`src/design/rau_pkg.sv`:
```
// ----------------------------------------------------------------------------
// rau_pkg
// Shared types and constants of the rational arithmetic unit.
// ----------------------------------------------------------------------------
package rau_pkg;

  localparam int OPERAND_WIDTH = 16;
  localparam int EFF_W   = (OPERAND_WIDTH > 31) ? 31 : OPERAND_WIDTH;
  localparam int PROD_W  = 2 * EFF_W;
  localparam int DIV_W   = 2 * EFF_W + 1;
  localparam int RES_W   = 33;
  localparam int FUNC_W  = 3;
  localparam int QDEPTH  = 2;
  localparam int QPTR_W  = (QDEPTH > 1) ? $clog2(QDEPTH) : 1;
  localparam int QCNT_W  = $clog2(QDEPTH + 1);
  localparam int DCNT_W  = $clog2(DIV_W + 1);

  typedef enum logic [FUNC_W-1:0] {
    FN_ADD = 3'd0,
    FN_SUB = 3'd1,
    FN_MUL = 3'd2,
    FN_DIV = 3'd3,
    FN_EQ  = 3'd4,
    FN_LT  = 3'd5
  } func_e;

  typedef enum logic [3:0] {
    BS_IDLE, BS_MUL, BS_POST, BS_GCD, BS_GWAIT, BS_QUO, BS_QWAIT, BS_FIN, BS_DONE
  } back_state_e;

  typedef struct packed {
    logic [FUNC_W-1:0]        op;
    logic signed [EFF_W-1:0]  an;
    logic signed [EFF_W-1:0]  ad;
    logic signed [EFF_W-1:0]  bn;
    logic signed [EFF_W-1:0]  bd;
    logic                     bad_op;
    logic                     zden;
    logic                     pos;
  } item_t;

  typedef struct packed {
    logic                    start;
    logic signed [DIV_W-1:0] dividend;
    logic signed [DIV_W-1:0] divisor;
  } div_req_t;

  typedef struct packed {
    logic                    done;
    logic signed [DIV_W-1:0] quo;
    logic signed [DIV_W-1:0] rem;
  } div_rsp_t;

endpackage

```
`src/design/rau_front.sv`:
```
// ----------------------------------------------------------------------------
// rau_front
// Input stage: accepts a transaction, registers signed operands and classifies them.
// ----------------------------------------------------------------------------
module rau_front import rau_pkg::*; (
  input  logic                     clk_i,
  input  logic                     rst_ni,
  input  logic                     in_valid_i,
  output logic                     in_stall_o,
  input  logic [FUNC_W-1:0]        func_i,
  input  logic [OPERAND_WIDTH-1:0] a_num_i,
  input  logic [OPERAND_WIDTH-1:0] a_den_i,
  input  logic [OPERAND_WIDTH-1:0] b_num_i,
  input  logic [OPERAND_WIDTH-1:0] b_den_i,
  input  logic                     q_full_i,
  output logic                     push_o,
  output item_t                    item_o
);

  logic  valid_q, valid_d;
  item_t item_q, item_d;
  logic  accept;

  assign in_stall_o = valid_q && q_full_i;
  assign accept     = in_valid_i && !in_stall_o;
  assign push_o     = valid_q && !q_full_i;
  assign item_o     = item_q;

  always_comb begin
    item_d        = item_q;
    item_d.op     = func_i;
    item_d.an     = $signed(a_num_i[EFF_W-1:0]);
    item_d.ad     = $signed(a_den_i[EFF_W-1:0]);
    item_d.bn     = $signed(b_num_i[EFF_W-1:0]);
    item_d.bd     = $signed(b_den_i[EFF_W-1:0]);
    item_d.bad_op = (func_i > FN_LT);
    item_d.zden   = (a_den_i[EFF_W-1:0] == '0) || (b_den_i[EFF_W-1:0] == '0);
    item_d.pos    = ($signed(a_den_i[EFF_W-1:0]) > 0) == ($signed(b_den_i[EFF_W-1:0]) > 0);
    valid_d       = accept ? 1'b1 : (push_o ? 1'b0 : valid_q);
  end

  always_ff @(posedge clk_i or negedge rst_ni) begin
    if (!rst_ni) begin
      valid_q <= 1'b0;
    end else begin
      valid_q <= valid_d;
    end
  end

  always_ff @(posedge clk_i) begin
    if (accept) begin
      item_q <= item_d;
    end
  end

endmodule

```
`src/design/rau_queue.sv`:
```
// ----------------------------------------------------------------------------
// rau_queue
// Short FIFO between the input stage and the execution sequencer.
// ----------------------------------------------------------------------------
module rau_queue import rau_pkg::*; (
  input  logic  clk_i,
  input  logic  rst_ni,
  input  logic  push_i,
  input  item_t item_i,
  input  logic  pop_i,
  output logic  full_o,
  output logic  valid_o,
  output item_t item_o
);

  item_t             mem_q [QDEPTH];
  logic [QPTR_W-1:0] wptr_q, wptr_d, rptr_q, rptr_d;
  logic [QCNT_W-1:0] cnt_q, cnt_d;

  assign full_o  = (cnt_q == QCNT_W'(QDEPTH));
  assign valid_o = (cnt_q != '0);
  assign item_o  = mem_q[rptr_q];

  always_comb begin
    wptr_d = wptr_q;
    rptr_d = rptr_q;
    cnt_d  = cnt_q;
    if (push_i) begin
      wptr_d = (wptr_q == QPTR_W'(QDEPTH - 1)) ? '0 : wptr_q + 1'b1;
    end
    if (pop_i) begin
      rptr_d = (rptr_q == QPTR_W'(QDEPTH - 1)) ? '0 : rptr_q + 1'b1;
    end
    if (push_i && !pop_i) begin
      cnt_d = cnt_q + 1'b1;
    end else if (pop_i && !push_i) begin
      cnt_d = cnt_q - 1'b1;
    end
  end

  always_ff @(posedge clk_i or negedge rst_ni) begin
    if (!rst_ni) begin
      wptr_q <= '0;
      rptr_q <= '0;
      cnt_q  <= '0;
    end else begin
      wptr_q <= wptr_d;
      rptr_q <= rptr_d;
      cnt_q  <= cnt_d;
    end
  end

  always_ff @(posedge clk_i) begin
    if (push_i) begin
      mem_q[wptr_q] <= item_i;
    end
  end

endmodule

```
`src/design/rau_div.sv`:
```
// ----------------------------------------------------------------------------
// rau_div
// Bit-serial signed divider, quotient and remainder truncate toward zero.
// ----------------------------------------------------------------------------
module rau_div import rau_pkg::*; (
  input  logic     clk_i,
  input  logic     rst_ni,
  input  div_req_t req_i,
  output div_rsp_t rsp_o
);

  logic              busy_q, done_q;
  logic [DCNT_W-1:0] cnt_q;
  logic [DIV_W-1:0]  rem_q;
  logic [DIV_W-1:0]  quo_q, dv_q;
  logic              qneg_q, rneg_q;
  logic [DIV_W:0]    trial;
  logic [DIV_W-1:0]  mag_n, mag_d;

  assign mag_n = req_i.dividend[DIV_W-1] ? DIV_W'(-req_i.dividend) : DIV_W'(req_i.dividend);
  assign mag_d = req_i.divisor[DIV_W-1]  ? DIV_W'(-req_i.divisor)  : DIV_W'(req_i.divisor);
  assign trial = {rem_q, quo_q[DIV_W-1]};

  assign rsp_o.done = done_q;
  assign rsp_o.quo  = qneg_q ? -$signed(quo_q) : $signed(quo_q);
  assign rsp_o.rem  = rneg_q ? -$signed(rem_q) : $signed(rem_q);

  always_ff @(posedge clk_i or negedge rst_ni) begin
    if (!rst_ni) begin
      busy_q <= 1'b0;
      done_q <= 1'b0;
      cnt_q  <= '0;
    end else begin
      done_q <= 1'b0;
      if (req_i.start) begin
        busy_q <= 1'b1;
        cnt_q  <= '0;
      end else if (busy_q) begin
        cnt_q <= cnt_q + 1'b1;
        if (cnt_q == DCNT_W'(DIV_W - 1)) begin
          busy_q <= 1'b0;
          done_q <= 1'b1;
        end
      end
    end
  end

  // restoring step: shift in one dividend bit, subtract when it fits
  always_ff @(posedge clk_i) begin
    if (req_i.start) begin
      rem_q  <= '0;
      quo_q  <= mag_n;
      dv_q   <= mag_d;
      qneg_q <= req_i.dividend[DIV_W-1] ^ req_i.divisor[DIV_W-1];
      rneg_q <= req_i.dividend[DIV_W-1];
    end else if (busy_q) begin
      if (trial >= {1'b0, dv_q}) begin
        rem_q <= DIV_W'(trial - {1'b0, dv_q});
        quo_q <= {quo_q[DIV_W-2:0], 1'b1};
      end else begin
        rem_q <= trial[DIV_W-1:0];
        quo_q <= {quo_q[DIV_W-2:0], 1'b0};
      end
    end
  end

endmodule

```
`src/design/rau_back.sv`:
```
// ----------------------------------------------------------------------------
// rau_back
// Execution sequencer: multiplies, runs Euclid on the divider, forms results.
// ----------------------------------------------------------------------------
module rau_back import rau_pkg::*; (
  input  logic                    clk_i,
  input  logic                    rst_ni,
  input  logic                    q_valid_i,
  input  item_t                   q_item_i,
  output logic                    pop_o,
  output logic                    out_valid_o,
  input  logic                    out_stall_i,
  output logic signed [RES_W-1:0] res_num_o,
  output logic signed [RES_W-1:0] res_den_o,
  output logic                    truth_o,
  output logic                    status_o
);

  back_state_e state_q, state_d;
  item_t       it_q;
  logic [1:0]  cnt_q, qidx_q;
  logic        gsel_q;
  logic signed [PROD_W-1:0] p_q [3];
  logic signed [DIV_W-1:0]  x_q, y_q, s_q, d_q, rnum_q, rden_q;
  logic signed [DIV_W-1:0]  g_q [2];
  logic signed [DIV_W-1:0]  qv_q [4];
  logic        truth_q, status_q;
  logic        out_valid_q;
  logic signed [RES_W-1:0]  out_num_q, out_den_q;
  logic        out_truth_q, out_status_q;

  logic signed [EFF_W-1:0]  ma, mb;
  logic signed [PROD_W-1:0] prod;
  logic signed [DIV_W-1:0]  sum;
  logic        is_addsub, is_eq, mul_last, gzero, q_last, out_load;
  div_req_t    dreq;
  div_rsp_t    drsp;

  rau_div u_div (
    .clk_i  (clk_i),
    .rst_ni (rst_ni),
    .req_i  (dreq),
    .rsp_o  (drsp)
  );

  assign is_addsub = (it_q.op == FN_ADD) || (it_q.op == FN_SUB);
  assign is_eq     = (it_q.op == FN_EQ);
  assign mul_last  = is_addsub ? (cnt_q == 2'd2) : (cnt_q == 2'd1);
  assign gzero     = is_addsub ? (g_q[0] == '0) : ((g_q[0] == '0) || (g_q[1] == '0));
  assign q_last    = is_addsub ? (qidx_q == 2'd1) : (qidx_q == 2'd3);
  assign prod      = ma * mb;
  assign sum       = (it_q.op == FN_ADD) ? DIV_W'(p_q[0]) + DIV_W'(p_q[1])
                                         : DIV_W'(p_q[0]) - DIV_W'(p_q[1]);
  assign out_load  = (state_q == BS_DONE) && (!out_valid_q || !out_stall_i);

  // next state
  always_comb begin
    state_d = state_q;
    case (state_q)
      BS_IDLE: begin
        if (q_valid_i) begin
          if (q_item_i.bad_op) state_d = BS_DONE;
          else if (q_item_i.op == FN_EQ) state_d = BS_GCD;
          else state_d = BS_MUL;
        end
      end
      BS_MUL:   if (mul_last) state_d = BS_POST;
      BS_POST:  state_d = is_addsub ? BS_GCD : BS_DONE;
      BS_GCD: begin
        if (y_q != '0) state_d = BS_GWAIT;
        else if (!(is_eq && !gsel_q)) state_d = BS_QUO;
      end
      BS_GWAIT: if (drsp.done) state_d = BS_GCD;
      BS_QUO:   state_d = gzero ? BS_DONE : BS_QWAIT;
      BS_QWAIT: if (drsp.done) state_d = q_last ? BS_FIN : BS_QUO;
      BS_FIN:   state_d = BS_DONE;
      BS_DONE:  if (out_load) state_d = BS_IDLE;
      default:  state_d = BS_IDLE;
    endcase
  end

  // control outputs: multiplier operands, divider request, queue pop
  always_comb begin
    pop_o         = (state_q == BS_IDLE) && q_valid_i;
    ma            = it_q.an;
    mb            = it_q.bd;
    dreq.start    = 1'b0;
    dreq.dividend = x_q;
    dreq.divisor  = y_q;
    case (it_q.op)
      FN_ADD, FN_SUB, FN_LT: begin
        case (cnt_q)
          2'd0:    begin ma = it_q.an; mb = it_q.bd; end
          2'd1:    begin ma = it_q.bn; mb = it_q.ad; end
          default: begin ma = it_q.ad; mb = it_q.bd; end
        endcase
      end
      FN_MUL: begin
        if (cnt_q == 2'd0) begin ma = it_q.an; mb = it_q.bn; end
        else begin ma = it_q.ad; mb = it_q.bd; end
      end
      FN_DIV: begin
        if (cnt_q == 2'd0) begin ma = it_q.an; mb = it_q.bd; end
        else begin ma = it_q.ad; mb = it_q.bn; end
      end
      default: ;
    endcase
    case (state_q)
      BS_GCD: dreq.start = (y_q != '0);
      BS_QUO: begin
        dreq.start = !gzero;
        if (is_addsub) begin
          dreq.dividend = (qidx_q == 2'd0) ? s_q : d_q;
          dreq.divisor  = g_q[0];
        end else begin
          case (qidx_q)
            2'd0:    dreq.dividend = DIV_W'(it_q.an);
            2'd1:    dreq.dividend = DIV_W'(it_q.ad);
            2'd2:    dreq.dividend = DIV_W'(it_q.bn);
            default: dreq.dividend = DIV_W'(it_q.bd);
          endcase
          dreq.divisor = qidx_q[1] ? g_q[1] : g_q[0];
        end
      end
      default: ;
    endcase
  end

  always_ff @(posedge clk_i or negedge rst_ni) begin
    if (!rst_ni) begin
      state_q     <= BS_IDLE;
      out_valid_q <= 1'b0;
    end else begin
      state_q <= state_d;
      if (out_load) out_valid_q <= 1'b1;
      else if (!out_stall_i) out_valid_q <= 1'b0;
    end
  end

  always_ff @(posedge clk_i) begin
    case (state_q)
      BS_IDLE: begin
        if (q_valid_i) begin
          it_q     <= q_item_i;
          cnt_q    <= '0;
          qidx_q   <= '0;
          gsel_q   <= 1'b0;
          rnum_q   <= '0;
          rden_q   <= '0;
          truth_q  <= 1'b0;
          status_q <= q_item_i.bad_op;
          x_q      <= DIV_W'(q_item_i.an);
          y_q      <= DIV_W'(q_item_i.ad);
        end
      end
      BS_MUL: begin
        p_q[cnt_q] <= prod;
        cnt_q      <= cnt_q + 1'b1;
      end
      BS_POST: begin
        case (it_q.op)
          FN_ADD, FN_SUB: begin
            s_q <= sum;
            d_q <= DIV_W'(p_q[2]);
            x_q <= sum;
            y_q <= DIV_W'(p_q[2]);
          end
          FN_MUL, FN_DIV: begin
            rnum_q <= DIV_W'(p_q[0]);
            rden_q <= DIV_W'(p_q[1]);
          end
          default: begin
            status_q <= it_q.zden;
            truth_q  <= !it_q.zden && (it_q.pos ? (p_q[0] < p_q[1]) : (p_q[0] > p_q[1]));
          end
        endcase
      end
      BS_GCD: begin
        if (y_q == '0) begin
          g_q[gsel_q] <= x_q;
          if (is_eq && !gsel_q) begin
            gsel_q <= 1'b1;
            x_q    <= DIV_W'(it_q.bn);
            y_q    <= DIV_W'(it_q.bd);
          end
        end
      end
      BS_GWAIT: begin
        if (drsp.done) begin
          x_q <= y_q;
          y_q <= drsp.rem;
        end
      end
      BS_QUO: if (gzero) status_q <= 1'b1;
      BS_QWAIT: begin
        if (drsp.done) begin
          qv_q[qidx_q] <= drsp.quo;
          qidx_q       <= qidx_q + 1'b1;
        end
      end
      BS_FIN: begin
        if (is_addsub) begin
          rnum_q <= qv_q[0];
          rden_q <= qv_q[1];
        end else begin
          truth_q <= (qv_q[0] == qv_q[2]) && (qv_q[1] == qv_q[3]);
        end
      end
      default: ;
    endcase
    if (out_load) begin
      out_num_q    <= RES_W'(rnum_q);
      out_den_q    <= RES_W'(rden_q);
      out_truth_q  <= truth_q;
      out_status_q <= status_q;
    end
  end

  assign out_valid_o = out_valid_q;
  assign res_num_o   = out_num_q;
  assign res_den_o   = out_den_q;
  assign truth_o     = out_truth_q;
  assign status_o    = out_status_q;

endmodule

```
`src/design/rational_arithmetic_unit_core.sv`:
```
// Rational arithmetic unit. Each transaction carries two signed fractions and
// an operation code and yields one result. Multiply, divide and less-than form
// their products, one 16x16 product per cycle. Add, subtract and equal
// run Euclid's algorithm on a bit-serial divider, one division per remainder
// step, plus two or four final quotients.
// A two-entry queue lets new transactions enter while one is executing, and
// a result register holds a finished result until it is taken.
// ----------------------------------------------------------------------------
// rational_arithmetic_unit_core
// Top level: input stage, queue and execution sequencer.
// ----------------------------------------------------------------------------
module rational_arithmetic_unit_core import rau_pkg::*; (
  input  logic                     clk_i,
  input  logic                     rst_ni,
  input  logic                     in_valid_i,
  output logic                     in_stall_o,
  input  logic [FUNC_W-1:0]        func_i,
  input  logic [OPERAND_WIDTH-1:0] a_num_i,
  input  logic [OPERAND_WIDTH-1:0] a_den_i,
  input  logic [OPERAND_WIDTH-1:0] b_num_i,
  input  logic [OPERAND_WIDTH-1:0] b_den_i,
  output logic                     out_valid_o,
  input  logic                     out_stall_i,
  output logic signed [RES_W-1:0]  res_num_o,
  output logic signed [RES_W-1:0]  res_den_o,
  output logic                     truth_o,
  output logic                     status_o
);

  logic  push, pop, q_full, q_valid;
  item_t f_item, q_item;

  rau_front u_front (
    .clk_i      (clk_i),
    .rst_ni     (rst_ni),
    .in_valid_i (in_valid_i),
    .in_stall_o (in_stall_o),
    .func_i     (func_i),
    .a_num_i    (a_num_i),
    .a_den_i    (a_den_i),
    .b_num_i    (b_num_i),
    .b_den_i    (b_den_i),
    .q_full_i   (q_full),
    .push_o     (push),
    .item_o     (f_item)
  );

  rau_queue u_queue (
    .clk_i   (clk_i),
    .rst_ni  (rst_ni),
    .push_i  (push),
    .item_i  (f_item),
    .pop_i   (pop),
    .full_o  (q_full),
    .valid_o (q_valid),
    .item_o  (q_item)
  );

  rau_back u_back (
    .clk_i       (clk_i),
    .rst_ni      (rst_ni),
    .q_valid_i   (q_valid),
    .q_item_i    (q_item),
    .pop_o       (pop),
    .out_valid_o (out_valid_o),
    .out_stall_i (out_stall_i),
    .res_num_o   (res_num_o),
    .res_den_o   (res_den_o),
    .truth_o     (truth_o),
    .status_o    (status_o)
  );

endmodule

```
`config.mk`:
```
export PLATFORM = sky130hd
export DESIGN_NAME = rational_arithmetic_unit_core
export DESIGN_NICKNAME = d
export VERILOG_FILES = /design/src/design/rau_pkg.sv /design/src/design/rau_front.sv /design/src/design/rau_queue.sv /design/src/design/rau_div.sv /design/src/design/rau_back.sv /design/src/design/rational_arithmetic_unit_core.sv
export SDC_FILE = /design/constraint.sdc
export NUM_CORES = 2
export LEC_CHECK = 0
export BUFFER_PORTS_ARGS = -buffer_cell sky130_fd_sc_hd__buf_2
export CORE_MARGIN = 5
export CORE_UTILIZATION = 55
export DETAILED_ROUTE_END_ITERATION = 7
export PLACE_DENSITY = 0.75
export SLEW_MARGIN = 20
export SYNTH_ARGS = -nofsm -noshare
export SYNTH_HDL_FRONTEND = slang
export SYNTH_SLANG_ARGS = --single-unit
```
`constraint.sdc`:
```
create_clock -name clk_i -period 24.8 [get_ports clk_i]
set_input_delay 2.48 -clock clk_i [delete_from_list [all_inputs] [get_ports clk_i]]
set_output_delay 2.48 -clock clk_i [all_outputs]
set_load 0.005 [all_outputs]
```
==> summary.md <==
| Metric | Value |
|---|---|
| Setup crit end kind | `register` |
| Worst VDD drop | `0.0807 mV` |
| Synth Warn # | `0` |
| Mapped Area | `55200 um^2` |
| Row count | `116` |
| Syn Area/Cell | `11.8 um^2` |
| Initial core utilization | `0.552` |
| Initial DRC count | `5618` |
| Main synth FF type | `edfxtp_1` |
| Comb power frac | `0.038` |
| Max-slew violation count | `0` |
| Clk_skew | `38.8 ps` |
| # nets final | `5309` |
| Leakage power | `23.0 nW` |
| Total track usage | `0.305` |
| Post-synthesis register bit count | `964` |
| Clk pwr share | `0.422` |
| Port Buffers | `140` |
| Setup TNS | `0 ps` |
| Slew Limit Headroom | `0.193` |
| Clk slew on worst S/H paths | `70 ps` |
| DPL Wire Length | `124000 um` |
| FFs w/ async S/R, synth | `0.0187` |
| EDFF count, synth | `913` |
| Net switching power | `0.000762 W` |
| Core area | `99900 um^2` |
| Commonest non-fill, non-tap cell in the layout | `edfxtp_1` |
| Synth Net Count | `5211` |
| CTS tree | `done` |
| P_int | `0.00278 W` |
| Slowest stage delay, CP | `900 ps` |
| Vias in the first global route | `37800` |
| Critical R2R Launch | `u_back.cnt_q[1]` |
| Final core occ | `0.606` |
| Die Wd | `327 um` |
| Reg2Reg Setup Slack | `15520 ps` |
| Hold Path Class | `register to register` |
| Crit path max fanout | `27` |
| First-pass GRT wire length | `244000 um` |
| Pre-antenna DRT Iters | `8` |
| Routed vias | `39000` |
| Commonest cells after routing, fill and taps aside | `edfxtp_1 (913), inv_1 (417), nor2_1 (391)` |
| Largest net degree at the start of global routing | `95` |
| Final WL | `166000 um` |
| CP max stage cell | `fa_1` |
| Io pins | `141` |
| Post-route DRC | `23` |
| Post-Synthesis Cells | `4680` |
| Req. time, crit path | `25300 ps` |
| Most frequent CP cell | `fa_1` |
| Tmin final | `9280 ps` |
| Sequential share of power | `0.540` |
| Capturing point of the worst reg2reg path | `u_back.p_q[1][31]` |
| Root Driver | `clkbuf_16` |
| Slew @ Worst Pin | `1200 ps` |
| Layout cells sized above 1 | `0.106` |
| Setup repair bufs after CTS | `0` |
| Setup-failing EPs final | `0` |
| Die ar. | `107000 um^2` |
| Layout area overhead | `9.64%` |
| Sequential fraction of the synthesis area | `0.517` |
| Post-CTS Resized | `0` |
| Hold Crit Depth | `0` |
| Fin. Hold Viols | `0` |
| Worst setup slack after layout | `15520 ps` |
| Initial antenna violation count | `8` |
| Critical path class | `register to register` |
| Total gr overflow | `0` |
| CTS Hold Bufs | `0` |
| Worst skew pair latency | `680 ps` |
| Maximum buffer depth of the clock tree | `3` |
| Worst Hold End | `u_back.res_num_o[16]` |
| Die Span Y | `327 um` |
| CTS H-tree lvls | `3` |
| Sw frac | `0.215` |
| Placement Setup Slack | `15660 ps` |
| Failing checks | `DRC` |
| Post-route clock period utilization | `0.374` |
| Pwr dens | `58.6 nW/um^2` |
| WL/cell | `26.9 um` |
| Critical path launch point type | `register` |
| Status | `finished, violations left` |
| Gpl congestion | `1.00` |
| TritonCTS buffer count | `95` |
| Clk sinks | `964` |
| Worst Path Arrival | `9780 ps` |
| Via density | `6.33` |
| Worst Hold Launch | `u_back.rnum_q[16]` |
| Post-DRT Antenna Nets | `0` |
| Peak Freq | `108 MHz` |
| Worst hold slack | `413 ps` |
| Max_cap viols | `0` |
| Worst Reg-to-Reg Cells | `27` |
| Synth unique cells | `94` |
| RSZ-0062 raised after global routing | `no` |
## flip-flops by register name, summed over array words and instances (netlist names), 66 cells and up
register        count
u_front.item_o     70
u_back.g_q         66
u_back.qv_q       132
u_queue.mem_q     140
u_back.p_q         96
u_back.it_q        69
## worst max path at each step
stage / slack, ps / startpoint / depth (start not counted) / end
final: 15520 / u_back.cnt_q[1] / 27 / u_back.p_q[1][31]
after global routing: 15010 / u_back.cnt_q[1] / 27 / u_back.p_q[0][31]
after CTS: 15640 / u_back.cnt_q[1] / 27 / u_back.p_q[0][31]
after detailed placement: 15660 / u_back.cnt_q[1] / 27 / u_back.p_q[0][31]
after global placement: 15910 / u_back.cnt_q[1] / 28 / u_back.p_q[0][31]
after floorplan: 16710 / u_back.cnt_q[0] / 29 / u_back.p_q[0][31]
## metal layers
| layer | routed length, um | up-vias | GRT usage |
|---|---|---|---|
| met2 | 73400 | 2361 | 0.470 |
| met5 | 45 | - | 0 |
| met1 | 64200 | 19100 | 0.421 |
| li1 | - | 17100 | - |
| met3 | 17800 | 465 | 0.0602 |
| met4 | 10200 | 6 | 0.144 |
## per-stage QoR
stage | total power, W | cell area (um^2) | cells
floorplan | 0.00201 | 55200 | 4680
global placement | 0.00207 | 57300 | 5978
detailed placement | 0.00208 | 57300 | 5978
CTS | 0.00355 | 60500 | 6150
global route | 0.00364 | 60500 | 6151
finish | 0.00354 | 60500 | 6153
## logic make-up (layout without fill, tap and decap cells)
logic type                 after synthesis  in the layout  share of synthesized area
adders and majority gates              460            460                      0.140
AOI/OAI and AO/OA                     1015           1015                      0.122
other                                    0              2                          0
xor gates and xnor gates               287            287                     0.0456
DFF                                    964            964                      0.517
buffers and inverters                  631            804                     0.0450
muxes                                  161            161                     0.0313
and+or+nand+nor                       1162           1162                     0.0984
## Yosys cell counts, types with 10 or more instances
library cell  count  area share
o211ai_1         28      0.0038
dfxtp_1          33       0.012
a311oi_1         15      0.0024
xnor2_1         188       0.030
a31oi_1          37      0.0042
o21ai_1          10     0.00091
nor3_1           81      0.0073
o21a_1           13      0.0018
nor2b_1          71      0.0081
a211oi_1         46      0.0063
buf_1            18      0.0012
or3_1            16      0.0018
a222oi_1         35      0.0064
nand2_1         312       0.021
a21o_1           50      0.0068
mux2_2           90       0.018
o31ai_1          39      0.0053
fa_1            265       0.096
a221oi_1         17      0.0027
dfrtp_1          18      0.0082
o41ai_1          11      0.0017
o21ai_0         218       0.020
nand3_1          44      0.0040
nand2b_1         45      0.0051
inv_1           419       0.029
ha_1            195       0.044
edfxtp_1        913        0.50
and2_1           26      0.0029
or2_2            23      0.0026
a21oi_1         280       0.025
clkbuf_1        150       0.010
a221o_1          30      0.0054
a22oi_1          22      0.0030
o21bai_1         19      0.0026
mux2i_1          70       0.013
nor2_1          399       0.027
a22o_1           70       0.011
nand4_1          33      0.0037
or4_1            11      0.0015
xor2_1           99       0.016
buf_2            30      0.0027
and3_1           20      0.0023
nor4_1           48      0.0054
## critical path: cells and delay by family, from the launching register on
kind                     cells  cell delay (ps)
AO/OA/AOI/OAI                8             1770
AND/OR/NAND/NOR              5             1760
flip-flops                   1              390
buffers and inverters        6              920
adder cells (fa/ha/maj)      8             4240
## power groups by stage
stage                     Clock, W  Combinational [W]  Sequential (W)
final                      0.00150           0.000133         0.00191
after global routing       0.00158           0.000140         0.00192
after CTS                  0.00150           0.000133         0.00191
after detailed placement         0           0.000132         0.00195
after global placement           0           0.000130         0.00194
after floorplan                  0          0.0000712         0.00194
## layout make-up
class | count | area, um^2
timing repair buffer | 212 | 1250
antenna | 2 | 5.00
clock buffer | 112 | 2440
inverter | 420 | 1580
clock inverter | 60 | 769
tap | 1298 | 1620
sequential | 964 | 28500
fill | 7775 | 39400
multi-input combinational | 3085 | 24300
No activity file was read; power rests on OpenSTA's default activity.
